==> src/rtl/hsd_pkg.sv <==
// Shared types, constants and the Hall code table of the sector decoder.
package hsd_pkg;

	localparam int ROT_W     = 32;
	localparam int TOTAL_W   = ROT_W + 4;
	localparam int CPR_W     = 9;
	localparam int REM_W     = 9;
	localparam int PP_W      = 7;
	localparam int CNT_W     = $clog2(TOTAL_W);
	localparam int TIME_W    = 32;

	localparam logic [PP_W-1:0] PP_MIN   = PP_W'(1);
	localparam logic [PP_W-1:0] PP_MAX   = PP_W'(64);
	localparam logic [PP_W-1:0] PP_RESET = PP_W'(1);

	localparam logic signed [3:0] SECTOR_NONE = -4'sd1;

	typedef enum logic [3:0] {
		S_IDLE,
		S_STEP,
		S_AGE,
		S_DIFF,
		S_STALE,
		S_SUM,
		S_START,
		S_DIV,
		S_FIX
	} hsd_fsm_t;

	typedef struct packed {
		logic step;
		logic age;
		logic diff;
		logic stale;
	} hsd_trk_ctl_t;

	typedef struct packed {
		logic signed [3:0]  sector;
		logic [ROT_W-1:0]   rev;
		logic               dir;
		logic [TIME_W-1:0]  period;
		logic [TIME_W-1:0]  stamp;
		logic               seq_ok;
	} hsd_state_t;

	function automatic logic signed [3:0] sector_of(input logic [2:0] code);
		logic signed [3:0] s;
		unique case (code)
			3'd1:    s = 4'sd0;
			3'd2:    s = 4'sd4;
			3'd3:    s = 4'sd5;
			3'd4:    s = 4'sd2;
			3'd5:    s = 4'sd1;
			3'd6:    s = 4'sd3;
			default: s = SECTOR_NONE;
		endcase
		return s;
	endfunction

endpackage

==> src/rtl/hsd_in_if.sv <==
// Sample channel: Hall line levels and timestamp.
interface hsd_in_if;
	logic        valid;
	logic        ready;
	logic        hall_a;
	logic        hall_b;
	logic        hall_c;
	logic [31:0] now_us;

	modport source (output valid, hall_a, hall_b, hall_c, now_us, input ready);
	modport sink   (input valid, hall_a, hall_b, hall_c, now_us, output ready);
endinterface

==> src/rtl/hsd_out_if.sv <==
// Result channel: decoded position and timing.
interface hsd_out_if;
	logic               valid;
	logic               ready;
	logic signed [3:0]  sector;
	logic signed [31:0] electric_rotations;
	logic signed [9:0]  angle_count;
	logic signed [31:0] mech_turns;
	logic               direction;
	logic [31:0]        period_us;
	logic [31:0]        edge_time_us;
	logic               sequence_valid;

	modport source (output valid, sector, electric_rotations, angle_count, mech_turns,
		direction, period_us, edge_time_us, sequence_valid, input ready);
	modport sink   (input valid, sector, electric_rotations, angle_count, mech_turns,
		direction, period_us, edge_time_us, sequence_valid, output ready);
endinterface

==> src/rtl/hsd_cfg_if.sv <==
// Configuration write channel for the pole pair count.
interface hsd_cfg_if;
	logic       valid;
	logic       ready;
	logic [6:0] data;

	modport source (output valid, data, input ready);
	modport sink   (input valid, data, output ready);
endinterface

==> src/rtl/hall_sensor_sector_decoder_top.sv <==
// Top level of the Hall sensor sector decoder with its sequencer and output register.
// From acceptance to result a sample passes the step decode, the age, difference and stale
// steps and the position sum; then the restoring divider resolves one quotient bit per
// cycle of (rotations*6 + sector) by six times pole_pairs. The sample channel is ready
// only while the sequencer is idle; a finished result waits in the output register while
// the next sample is taken. The pole pair count is written on its own channel; the user
// must write it only while idle, which the block itself does not enforce.
// 0 is taken as 1 and values above 64 as 64.
module hall_sensor_sector_decoder_top (
	input  logic      clk,
	input  logic      arst_n,
	hsd_in_if.sink    samples,
	hsd_out_if.source results,
	hsd_cfg_if.sink   cfg
);
	import hsd_pkg::*;

	hsd_fsm_t                 state_q;
	hsd_fsm_t                 state_d;
	hsd_trk_ctl_t             ctl;
	hsd_state_t               st;

	logic [PP_W-1:0]          pole_pairs_q;
	logic [PP_W-1:0]          pp_eff;
	logic [CPR_W-1:0]         cpr;
	logic [2:0]               code_q;
	logic [TIME_W-1:0]        now_q;
	logic signed [TOTAL_W-1:0] total_q;
	logic signed [TOTAL_W-1:0] rot_ext;
	logic signed [TOTAL_W-1:0] sum;
	logic [TOTAL_W-1:0]       mag;
	logic                     neg;
	logic                     div_start;
	logic                     div_done;
	logic [TOTAL_W-1:0]       div_quo;
	logic [REM_W-1:0]         div_rem;
	logic signed [TOTAL_W-1:0] quo_s;
	logic signed [9:0]        rem_s;
	logic                     out_free;
	logic                     load_out;
	logic                     out_valid_q;

	assign cfg.ready = 1'b1;

	always_ff @(posedge clk or negedge arst_n) begin
		if (!arst_n)
			pole_pairs_q <= PP_RESET;
		else if (cfg.valid)
			pole_pairs_q <= cfg.data;
	end

	always_comb begin
		if (pole_pairs_q < PP_MIN)
			pp_eff = PP_MIN;
		else if (pole_pairs_q > PP_MAX)
			pp_eff = PP_MAX;
		else
			pp_eff = pole_pairs_q;
		cpr = (CPR_W'(pp_eff) << 2) + (CPR_W'(pp_eff) << 1);
	end

	assign samples.ready = state_q == S_IDLE;

	always_ff @(posedge clk) begin
		if (samples.valid && samples.ready) begin
			code_q <= {samples.hall_a, samples.hall_b, samples.hall_c};
			now_q  <= samples.now_us;
		end
	end

	hsd_track u_track (
		.clk    (clk),
		.arst_n (arst_n),
		.ctl    (ctl),
		.code   (code_q),
		.now    (now_q),
		.st     (st)
	);

	always_comb begin
		rot_ext = TOTAL_W'($signed(st.rev));
		sum     = (rot_ext <<< 2) + (rot_ext <<< 1) + TOTAL_W'(st.sector);
	end

	always_ff @(posedge clk) begin
		if (state_q == S_SUM)
			total_q <= sum;
	end

	assign neg = total_q[TOTAL_W-1];
	assign mag = neg ? TOTAL_W'(-total_q) : TOTAL_W'(total_q);

	hsd_div u_div (
		.clk       (clk),
		.arst_n    (arst_n),
		.start     (div_start),
		.dividend  (mag),
		.divisor   (cpr),
		.done      (div_done),
		.quotient  (div_quo),
		.remainder (div_rem)
	);

	// remainder takes the sign of the dividend under truncating division
	assign quo_s = neg ? -$signed(div_quo) : $signed(div_quo);
	assign rem_s = neg ? -$signed({1'b0, div_rem}) : $signed({1'b0, div_rem});

	assign out_free = !out_valid_q || results.ready;

	always_ff @(posedge clk or negedge arst_n) begin
		if (!arst_n)
			state_q <= S_IDLE;
		else
			state_q <= state_d;
	end

	always_comb begin
		state_d   = state_q;
		ctl       = '0;
		div_start = 1'b0;
		load_out  = 1'b0;
		unique case (state_q)
			S_IDLE:  if (samples.valid) state_d = S_STEP;
			S_STEP:  begin
				ctl.step = 1'b1;
				state_d  = S_AGE;
			end
			S_AGE:   begin
				ctl.age = 1'b1;
				state_d = S_DIFF;
			end
			S_DIFF:  begin
				ctl.diff = 1'b1;
				state_d  = S_STALE;
			end
			S_STALE: begin
				ctl.stale = 1'b1;
				state_d   = S_SUM;
			end
			S_SUM:   state_d = S_START;
			S_START: begin
				div_start = 1'b1;
				state_d   = S_DIV;
			end
			S_DIV:   if (div_done) state_d = S_FIX;
			S_FIX:   if (out_free) begin
				load_out = 1'b1;
				state_d  = S_IDLE;
			end
			default: state_d = S_IDLE;
		endcase
	end

	always_ff @(posedge clk or negedge arst_n) begin
		if (!arst_n)
			out_valid_q <= 1'b0;
		else if (load_out)
			out_valid_q <= 1'b1;
		else if (results.ready)
			out_valid_q <= 1'b0;
	end

	always_ff @(posedge clk) begin
		if (load_out) begin
			results.sector             <= st.sector;
			results.electric_rotations <= 32'($signed(st.rev));
			results.angle_count        <= rem_s;
			results.mech_turns         <= 32'(quo_s);
			results.direction          <= st.dir;
			results.period_us          <= st.period;
			results.edge_time_us       <= st.stamp;
			results.sequence_valid     <= st.seq_ok;
		end
	end

	assign results.valid = out_valid_q;
endmodule

==> src/rtl/hsd_div.sv <==
// Restoring divider: one quotient bit per cycle of a magnitude by the count per turn.
module hsd_div (
	input  logic                         clk,
	input  logic                         arst_n,
	input  logic                         start,
	input  logic [hsd_pkg::TOTAL_W-1:0]  dividend,
	input  logic [hsd_pkg::CPR_W-1:0]    divisor,
	output logic                         done,
	output logic [hsd_pkg::TOTAL_W-1:0]  quotient,
	output logic [hsd_pkg::REM_W-1:0]    remainder
);
	import hsd_pkg::*;

	logic                 busy_q;
	logic                 done_q;
	logic [CNT_W-1:0]     cnt_q;
	logic [TOTAL_W-1:0]   quo_q;
	logic [REM_W-1:0]     rem_q;
	logic [CPR_W-1:0]     div_q;
	logic [REM_W:0]       trial;
	logic                 ge;

	assign trial = {rem_q, quo_q[TOTAL_W-1]};
	assign ge    = trial >= {1'b0, div_q};

	always_ff @(posedge clk or negedge arst_n) begin
		if (!arst_n) begin
			busy_q <= 1'b0;
			done_q <= 1'b0;
			cnt_q  <= '0;
		end else begin
			done_q <= 1'b0;
			if (start) begin
				busy_q <= 1'b1;
				cnt_q  <= CNT_W'(TOTAL_W - 1);
			end else if (busy_q) begin
				if (cnt_q == '0) begin
					busy_q <= 1'b0;
					done_q <= 1'b1;
				end else begin
					cnt_q <= cnt_q - CNT_W'(1);
				end
			end
		end
	end

	always_ff @(posedge clk) begin
		if (start) begin
			quo_q <= dividend;
			rem_q <= '0;
			div_q <= divisor;
		end else if (busy_q) begin
			// shift in the next dividend bit, subtract when it fits
			quo_q <= {quo_q[TOTAL_W-2:0], ge};
			rem_q <= ge ? REM_W'(trial - {1'b0, div_q}) : REM_W'(trial);
		end
	end

	assign done      = done_q;
	assign quotient  = quo_q;
	assign remainder = rem_q;
endmodule

==> src/rtl/hsd_track.sv <==
// Sector tracking state: step decode, revolution count, edge timing and stale check.
module hsd_track (
	input  logic                        clk,
	input  logic                        arst_n,
	input  hsd_pkg::hsd_trk_ctl_t       ctl,
	input  logic [2:0]                  code,
	input  logic [hsd_pkg::TIME_W-1:0]  now,
	output hsd_pkg::hsd_state_t         st
);
	import hsd_pkg::*;

	logic               primed_q;
	logic [2:0]         code_q;
	logic signed [3:0]  sector_q;
	logic [ROT_W-1:0]   rev_q;
	logic               dir_q;
	logic [TIME_W-1:0]  period_q;
	logic [TIME_W-1:0]  stamp_q;
	logic               seq_ok_q;
	logic [TIME_W-1:0]  age_q;
	logic [TIME_W-1:0]  diff_q;
	logic               gt_q;

	logic signed [3:0]  ns;
	logic signed [3:0]  d_raw;
	logic signed [3:0]  delta;
	logic               fwd;
	logic               rev;

	always_comb begin
		ns    = sector_of(code);
		d_raw = ns - sector_q;
		delta = (d_raw < 0) ? d_raw + 4'sd6 : d_raw;
		fwd   = delta == 4'sd1;
		rev   = delta == 4'sd5;
	end

	always_ff @(posedge clk or negedge arst_n) begin
		if (!arst_n) begin
			primed_q <= 1'b0;
			code_q   <= '0;
			sector_q <= SECTOR_NONE;
			rev_q    <= '0;
			dir_q    <= 1'b0;
			period_q <= '0;
			stamp_q  <= '0;
			seq_ok_q <= 1'b0;
		end else if (ctl.step) begin
			if (!primed_q) begin
				primed_q <= 1'b1;
				code_q   <= code;
				sector_q <= ns;
				rev_q    <= '0;
				period_q <= '0;
				stamp_q  <= now;
				seq_ok_q <= ns >= 0;
			end else if (code != code_q) begin
				code_q <= code;
				if (ns < 0) begin
					seq_ok_q <= 1'b0;
				end else if (sector_q < 0) begin
					// adopt the sector again after it was lost
					sector_q <= ns;
					seq_ok_q <= 1'b0;
				end else if (!fwd && !rev) begin
					seq_ok_q <= 1'b0;
				end else begin
					if (sector_q == 4'sd5 && ns == 4'sd0)
						rev_q <= rev_q + ROT_W'(1);
					if (sector_q == 4'sd0 && ns == 4'sd5)
						rev_q <= rev_q - ROT_W'(1);
					sector_q <= ns;
					period_q <= (rev == dir_q) ? now - stamp_q : '0;
					stamp_q  <= now;
					dir_q    <= rev;
				end
			end
		end else if (ctl.stale) begin
			if (period_q != '0 && gt_q && diff_q > period_q)
				period_q <= '0;
		end
	end

	always_ff @(posedge clk) begin
		if (ctl.age)
			age_q <= now - stamp_q;
		if (ctl.diff) begin
			gt_q   <= age_q > period_q;
			diff_q <= age_q - period_q;
		end
	end

	always_comb begin
		st.sector = sector_q;
		st.rev    = rev_q;
		st.dir    = dir_q;
		st.period = period_q;
		st.stamp  = stamp_q;
		st.seq_ok = seq_ok_q;
	end
endmodule

==> src/flat_wrapper.sv <==
// flat-port wrapper written by rule: the top's interface ports become plain ports
module hall_sensor_sector_decoder_top_flat import hsd_pkg::*;
  (clk, arst_n, samples_valid, samples_hall_a, samples_hall_b, samples_hall_c, samples_now_us, samples_ready, results_valid, results_sector, results_electric_rotations, results_angle_count, results_mech_turns, results_direction, results_period_us, results_edge_time_us, results_sequence_valid, results_ready, cfg_valid, cfg_data, cfg_ready);
  hsd_in_if samples_i ();
  hsd_out_if results_i ();
  hsd_cfg_if cfg_i ();
  input  logic clk;
  input  logic arst_n;
  input wire logic [$bits(samples_i.valid)-1:0] samples_valid;
  input wire logic [$bits(samples_i.hall_a)-1:0] samples_hall_a;
  input wire logic [$bits(samples_i.hall_b)-1:0] samples_hall_b;
  input wire logic [$bits(samples_i.hall_c)-1:0] samples_hall_c;
  input wire logic [$bits(samples_i.now_us)-1:0] samples_now_us;
  output wire logic [$bits(samples_i.ready)-1:0] samples_ready;
  output wire logic [$bits(results_i.valid)-1:0] results_valid;
  output wire logic [$bits(results_i.sector)-1:0] results_sector;
  output wire logic [$bits(results_i.electric_rotations)-1:0] results_electric_rotations;
  output wire logic [$bits(results_i.angle_count)-1:0] results_angle_count;
  output wire logic [$bits(results_i.mech_turns)-1:0] results_mech_turns;
  output wire logic [$bits(results_i.direction)-1:0] results_direction;
  output wire logic [$bits(results_i.period_us)-1:0] results_period_us;
  output wire logic [$bits(results_i.edge_time_us)-1:0] results_edge_time_us;
  output wire logic [$bits(results_i.sequence_valid)-1:0] results_sequence_valid;
  input wire logic [$bits(results_i.ready)-1:0] results_ready;
  input wire logic [$bits(cfg_i.valid)-1:0] cfg_valid;
  input wire logic [$bits(cfg_i.data)-1:0] cfg_data;
  output wire logic [$bits(cfg_i.ready)-1:0] cfg_ready;
  assign samples_i.valid = samples_valid;
  assign samples_i.hall_a = samples_hall_a;
  assign samples_i.hall_b = samples_hall_b;
  assign samples_i.hall_c = samples_hall_c;
  assign samples_i.now_us = samples_now_us;
  assign samples_ready = samples_i.ready;
  assign results_valid = results_i.valid;
  assign results_sector = results_i.sector;
  assign results_electric_rotations = results_i.electric_rotations;
  assign results_angle_count = results_i.angle_count;
  assign results_mech_turns = results_i.mech_turns;
  assign results_direction = results_i.direction;
  assign results_period_us = results_i.period_us;
  assign results_edge_time_us = results_i.edge_time_us;
  assign results_sequence_valid = results_i.sequence_valid;
  assign results_i.ready = results_ready;
  assign cfg_i.valid = cfg_valid;
  assign cfg_i.data = cfg_data;
  assign cfg_ready = cfg_i.ready;
  hall_sensor_sector_decoder_top u_core (.clk(clk), .arst_n(arst_n), .samples(samples_i), .results(results_i), .cfg(cfg_i));
endmodule
==> config.mk <==
export PLATFORM = sky130hd
export DESIGN_NAME = hall_sensor_sector_decoder_top_flat
export DESIGN_NICKNAME = d
export VERILOG_FILES = /design/src/rtl/hsd_pkg.sv /design/src/rtl/hsd_in_if.sv /design/src/rtl/hsd_out_if.sv /design/src/rtl/hsd_cfg_if.sv /design/src/rtl/hall_sensor_sector_decoder_top.sv /design/src/rtl/hsd_div.sv /design/src/rtl/hsd_track.sv /design/src/flat_wrapper.sv
export SDC_FILE = /design/constraint.sdc
export NUM_CORES = 1
export LEC_CHECK = 0
export BUFFER_PORTS_ARGS = -buffer_cell sky130_fd_sc_hd__buf_2
export CAP_MARGIN = 20
export CORE_MARGIN = 3
export CORE_UTILIZATION = 61
export CTS_CLUSTER_SIZE = 20
export DETAILED_ROUTE_END_ITERATION = 8
export PLACE_DENSITY = 0.84
export SETUP_SLACK_MARGIN = 0.15
export SLEW_MARGIN = 25
export SYNTH_ARGS = -nofsm -noshare
export SYNTH_HDL_FRONTEND = slang
export SYNTH_HIERARCHICAL = 1
export SYNTH_SLANG_ARGS = --single-unit
==> constraint.sdc <==
create_clock -name clk -period 9.4 [get_ports clk]
set_clock_uncertainty 0.05 [all_clocks]
set_input_delay 1.41 -clock clk [delete_from_list [all_inputs] [get_ports clk]]
set_output_delay 1.41 -clock clk [all_outputs]
set_load 0.01 [all_outputs]
After elaboration in Yosys (flattened, before gate mapping)
Index checks and enable logic that the tools add are counted.
{"block": "op_classes", "reduce_logical": 28, "add_sub_neg": 14, "bitwise_logic": 3, "mux": 65, "magnitude_cmp": 9, "n_eq_ne": 35}
{"op": "$mux W32", "count": 22}
{"op": "$mux W36", "count": 3}
{"op": "$gt A32 B32 Y1", "count": 2}
{"op": "$sub A32 B32 Y32", "count": 2}
{"op": "$add A35 B4 Y36", "count": 1}
{"op": "$mux W4", "count": 9}
{"op": "$neg A36 Y36", "count": 1}
{"op": "$pmux W4 S9", "count": 1}
{"op": "$add A34 B33 Y35", "count": 1}
{"op": "$add A32 B1 Y32 const B", "count": 1}
{"op": "$neg A32 Y32", "count": 1}
{"op": "$reduce_bool A32 Y1", "count": 1}
{"op": "$sub A32 B1 Y32 const B", "count": 1}
{"op": "$pmux W4 S6", "count": 1}
{"op": "$mux W1", "count": 20}
{"op": "$mux W6", "count": 3}
{"op": "$mux W9", "count": 2}
{"op": "$reduce_and A6 Y1", "count": 3}
{"op": "$eq A4 B3 Y1 const B", "count": 4}
{"op": "$eq A4 B4 Y1 const B", "count": 4}
{"op": "$ne A3 B3 Y1 const B", "count": 5}
{"op": "$mux W7", "count": 2}
{"op": "$eq A4 B2 Y1 const B", "count": 3}
{"op": "$logic_not A4 Y1", "count": 3}
{"op": "32 further kinds", "count": 58}
{"block": "word_totals", "out_inout_bits": 147, "regBits": 460}

Depth between registers and ports, before layout
{"block": "depth", "ltp_word": 14, "depth_mapped": 16, "mapped_depth_nobuf": 14}

Hierarchy
The synthesis kept the hierarchy.
{"mod": "hsd_track", "cells_per_inst": 1229, "n_inst": 1, "area_per_inst_um2": 11880.1}
{"mod": "hall_sensor_sector_decoder_top", "cells_per_inst": 823, "n_inst": 1, "area_per_inst_um2": 11203.2}
{"mod": "hsd_div", "cells_per_inst": 224, "n_inst": 1, "area_per_inst_um2": 3024.2}

Worst setup path before layout
OpenSTA, ideal clock, no wires.
{"block": "synth_timing", "path_kind": "input to register", "from": "input results_ready", "to": "register u_core.results.angle_count[0], enable pin", "t_required_ns": 8.685, "path_stages": 2, "t_arrival_ns": 7.881, "slack_ns": 0.803, "n_path_buf": 0, "cell_sequence": "nand2b_1 nor2b_1"}
{"block": "synth_via", "elab_chain_len": 3}
{"item": "start, declared", "line": "flat_wrapper.sv:24", "rtl": "input wire logic [$bits(results_i.ready)-1:0] results_ready;"}
{"item": "$logic_or A1 B1 Y1", "line": "hall_sensor_sector_decoder_top.sv:108", "rtl": "assign out_free = !out_valid_q || results.ready;"}
{"item": "$mux W1", "line": "hall_sensor_sector_decoder_top.sv:146", "rtl": "S_FIX: if (out_free) begin"}
{"item": "$mux W1", "line": "hall_sensor_sector_decoder_top.sv:122", "rtl": "unique case (state_q)"}
{"item": "via u_core.load_out", "line": "hall_sensor_sector_decoder_top.sv:40", "rtl": "logic load_out;"}
{"item": "end signal, assigned", "line": "hall_sensor_sector_decoder_top.sv:167", "rtl": "results.angle_count <= rem_s;"}
{"item": "end, declared", "line": "hsd_out_if.sv:14", "rtl": "modport source (output valid, sector, electric_rotations, angle_count, mech_turns,"}
The timed path passes the listed nets, and every way through them passes these cells.
A chain may end at the register's enable or synchronous reset.

Worst setup path after layout
{"block": "layout_timing", "from": "register u_core.code_q[1]", "to": "register u_core.u_track.rev_q[30]"}
{"block": "layout_via", "elab_chain_len": 10, "word_cells_on_any_way": 33, "classes_between": "2 x add/sub; 2 x order compare; 14 x eq/ne; 8 x mux; 7 x reduce/logical"}
{"item": "start, declared", "line": "hall_sensor_sector_decoder_top.sv:26", "rtl": "logic [2:0] code_q;"}
{"item": "start signal, assigned", "line": "hall_sensor_sector_decoder_top.sv:66", "rtl": "code_q <= {samples.hall_a, samples.hall_b, samples.hall_c};"}
{"item": "$eq A3 B3 Y1 (tied with other cells)", "line": "hsd_pkg.sv:48", "rtl": "unique case (code)"}
{"item": "$pmux W4 S6", "line": "hsd_pkg.sv:48"}
{"item": "$sub A4 B4 Y4 / $eq A4 B4 Y1 (equally long branches)", "line": "hsd_track.sv:32, hsd_track.sv:70"}
{"item": "$add A4 B4 Y4 (tied with other cells)", "line": "hsd_track.sv:33", "rtl": "delta = (d_raw < 0) ? d_raw + 4'sd6 : d_raw;"}
{"item": "$mux W4 / $mux W32 (equally long branches)", "line": "hsd_track.sv:33, hsd_track.sv:70"}
{"item": "$eq A4 B2 Y1 (tied with other cells)", "line": "hsd_track.sv:34", "rtl": "fwd = delta == 4'sd1;"}
{"item": "$logic_not A1 Y1 / $mux W32 (equally long branches)", "line": "hsd_track.sv:65, hsd_track.sv:61"}
{"item": "$logic_and A1 B1 Y1 / $mux W32 (equally long branches)", "line": "hsd_track.sv:65, hsd_track.sv:59"}
{"item": "$ne A2 B2 Y1 (no line) / $mux W32 (equally long branches)"}
{"item": "$reduce_and A6 Y1 (no line) / $mux W32 (equally long branches)"}
{"item": "end signal, assigned", "line": "hsd_track.sv:69", "rtl": "rev_q <= rev_q + ROT_W'(1);"}
{"item": "end signal, assigned", "line": "hsd_track.sv:71", "rtl": "rev_q <= rev_q - ROT_W'(1);"}
{"item": "end, declared", "line": "hsd_track.sv:15", "rtl": "logic [ROT_W-1:0] rev_q;"}
Several ways; a longest one is shown, not always the timed one. The select of a mux whose other input is x is not followed.

==> metrics.csv <==
stage;metric;value;unit
critical_path;end_kind;register;
yosys;async_flop_share;0.274;
worst_hold_path;hold_depth;0;
timing;setup_viol;0;
clock_tree;clk_pin_slew_worst_paths;0.06;ns
final_layout;fin_nets;2735;
global_route;grtUsageTotal;0.270;
timing;slew_headroom;0.381;
critical_path;start_kind;register;
clock_tree;clockBufferDepth;3;
drt;dr.pass1.iters;6;
clock_tree;cts_tree;built;
power;p_seq_frac;0.434;
power;pwr-share-comb;0.278;
power;intPower;0.00450;W
yosys;yosysSeqAreaShare;0.502;
final_layout;drive_above_1_share;0.156;
run_status;status;finished, final reports clean;
timing;min_period;4.72;ns
drt;ant_nets;0;
yosys;yosys_warnings;6;
timing;tightest_slew;0.929;ns
drt;via_per_inst;6.18;
critical_path;cp.arrival;5.13;ns
yosys;netlist_top_cells_area;edfxtp_1 37%, dfrtp_1 12%, ha_1 8.8%, xnor2_1 4.9%, fa_1 2.9%;
worst_hold_path;holdCritPathClass;reg -> reg;
yosys;yosys_register_bits;460;
timing;post-route-period-util;0.502;
yosys;syn_inst;2276;
final_layout;num_antenna_cells;0;
final_layout;final_common_cell;edfxtp_1;
die;start_util;0.620;
yosys;synth.largest_area_cell;edfxtp_1;
global_route;grt_max_degree;77;
timing;setup_tns;0;ns
final_layout;multi_input_area;12200;µm²
die;dieArea;45300;µm²
clock_tree;clock_latency;0.60;ns
timing;slew_violations;0;
global_route;gr-total-overflow;0;
clock_tree;htree_levels;2;
critical_path;crit_required;9.82;ns
placed_design;port_buffers;192;
final_layout;area_growth;11.9;%
final_layout;layout_common_cells;325 x edfxtp_1, 191 x buf_2, 183 x ha_1, 154 x nand2_1, 146 x xnor2_1;
yosys;syn_nets;2544;
global_route;grt_pass1_wl;97.6;mm
clock_tree;cts_resized;0;
die;die_h;213;µm
clock_tree;hold_buffers;0;
drt;wl_per_cell;20.3;µm
yosys;synth_edf_count;325;
clock_tree;cts.sinks;460;
power;clockPowerShare;0.287;
drt;drtIter0Drc;1773;
timing;setup_slack;4.68;ns
die;ioPinCount;194;
power;leakage;12.1;nW
yosys;synthFlopType;edfxtp_1;
timing;rsz0062_at_grt;false;
placed_design;dp_slack;4.95;ns
yosys;syn_avg_cell_area;11.5;µm²
run;maxCapViolCount;0;
drt;vias;18800;
critical_path;cp_max_fo;34;
yosys;yosysUniqueCellTypes;92;
power;p_sw_frac;0.324;
drt;route.detailed.drc;0;
power;p_switching;0.00216;W
final_layout;final-seq-area;13100;µm²
global_route;grt_pass1_vias;18400;
die;die_x;213;µm
yosys;mappedNetlistArea;26100;µm²
die;rows;75;
critical_path;worstSetupPathType;reg -> reg;
critical_path;worst-r2r-cell-count;15;
clock_tree;cts_buffers;49;
die;coreArea;42100;µm²
global_route;antenna_found_initial;0;
clock_tree;cts-root-buf;clkbuf_16;
placed_design;finalWeightedCongestion;0.925;
final_layout;n_fill_cell;2982;
drt;wl;61.8;mm
timing;timing.fmax;0.212;GHz
power;powerDensity;228;nW/µm²
clock_tree;cts_setup_buffers;0;
timing;hold_violations;0;
yosys;netlist.area_leader.share;0.374;
power;ir_drop;0.000163;V
placed_design;hpwl;44.6;mm
-- final cells by class --
| cell class | count | area share |
|---|---|---|
| clock inverter | 35 | 0.0105 |
| tap | 539 | 0.0231 |
| sequential | 460 | 0.448 |
| timing repair buffer | 209 | 0.0386 |
| multi-input combinational | 1607 | 0.417 |
| inverter | 140 | 0.0180 |
| clock buffer | 57 | 0.0441 |
-- flip-flops by register name, summed over array words and instances, names as in the netlist, 4 cells and up --
name,flops
u_core/now_q,32
u_core/pole_pairs_q,7
u_core/results.angle_count,10
u_core/results.edge_time_us,32
u_core/results.electric_rotations,32
u_core/results.mech_turns,32
u_core/results.period_us,32
u_core/results.sector,4
u_core/state_q,4
u_core/total_q,36
u_core/u_div/cnt_q,6
u_core/u_div/div_q,9
u_core/u_div/quotient,36
u_core/u_div/remainder,9
u_core/u_track/age_q,32
u_core/u_track/diff_q,32
u_core/u_track/period_q,32
u_core/u_track/rev_q,32
u_core/u_track/sector_q,4
u_core/u_track/stamp_q,32
-- Yosys cell counts, drive strengths merged (51+ instances only) --
master and number:
nor2 107, a21oi 144, dfrtp 121, xnor2 146, xor2 51, edfxtp 325, inv 140, nand2 157
ha 183, clkbuf 55, a21o 79, o21ai 133
-- metrics by stage --
step           power [W]  cells  hold WS (ns)  area, µm²  utilization
3_5_place_dp     0.00472   2953         0.389      27600        0.654
6_report         0.00666   3047         0.399      29200        0.693
3_3_place_gp     0.00462   2953         0.382      27600        0.654
4_1_cts          0.00667   3045         0.398      29200        0.692
5_1_grt          0.00699   3047         0.409      29200        0.693
2_1_floorplan    0.00425   2276         0.375      26100            -
-- cell families after synthesis --
| group | synth area share |
|---|---|
| compound gates | 0.159 |
| xor+xnor | 0.0670 |
| fa+ha+maj | 0.117 |
| buf+inv | 0.0324 |
| flops | 0.502 |
| mux | 0.0235 |
| other cells | 0.000288 |
| simple gates | 0.0989 |
-- final timing paths --
check / slack (ns) / endpoint / start
max: 4.68 / u_core/u_track/rev_q[30]$_DFFE_PN0P_ / u_core/code_q[1]$_DFFE_PP_
max in group asynchronous: 7.18 / u_core/pole_pairs_q[5]$_DFFE_PN0P_ / arst_n
min in group asynchronous: 0.72 / u_core/u_track/rev_q[7]$_DFFE_PN0P_ / arst_n
min: 0.40 / u_core/results.edge_time_us[21]$_DFFE_PP_ / u_core/u_track/stamp_q[21]$_DFFE_PN0P_
max reg2reg: 4.68 / u_core/u_track/rev_q[30]$_DFFE_PN0P_ / u_core/code_q[1]$_DFFE_PP_
min reg2reg: 0.40 / u_core/results.edge_time_us[21]$_DFFE_PP_ / u_core/u_track/stamp_q[21]$_DFFE_PN0P_
-- power groups by stage --
stage          Clock [W]  Sequential [W]  Combinational (W)
5_1_grt          0.00203         0.00293            0.00204
2_1_floorplan          0         0.00282            0.00143
3_3_place_gp           0         0.00290            0.00171
3_5_place_dp           0         0.00292            0.00180
4_1_cts          0.00195         0.00289            0.00183
6_report         0.00191         0.00289            0.00185
-- routing by layer --
layer | vias up | track usage | wire length (µm)
met1 | 9162 | 0.384 | 27600
li1 | 8820 | - | -
met5 | - | 0 | 0
met2 | 731 | 0.437 | 28600
met4 | 0 | 0.0858 | 1720
met3 | 122 | 0.0353 | 3910
-- worst max-delay path: stages, from the launching register on --
cell	delay [ns]
edfxtp_1	0.50
inv_1	0.12
nor4_1	0.35
nand3_1	0.29
inv_1	0.11
buf_4	0.37
ha_1	0.37
nor2b_1	0.15
o21a_1	0.18
o21ai_0	0.34
a21oi_1	0.19
o21a_1	0.34
a32oi_1	0.38
a2111oi_0	0.21
or3_1	0.35
a32o_1	0.26
No activity file was read; power rests on OpenSTA's default activity.
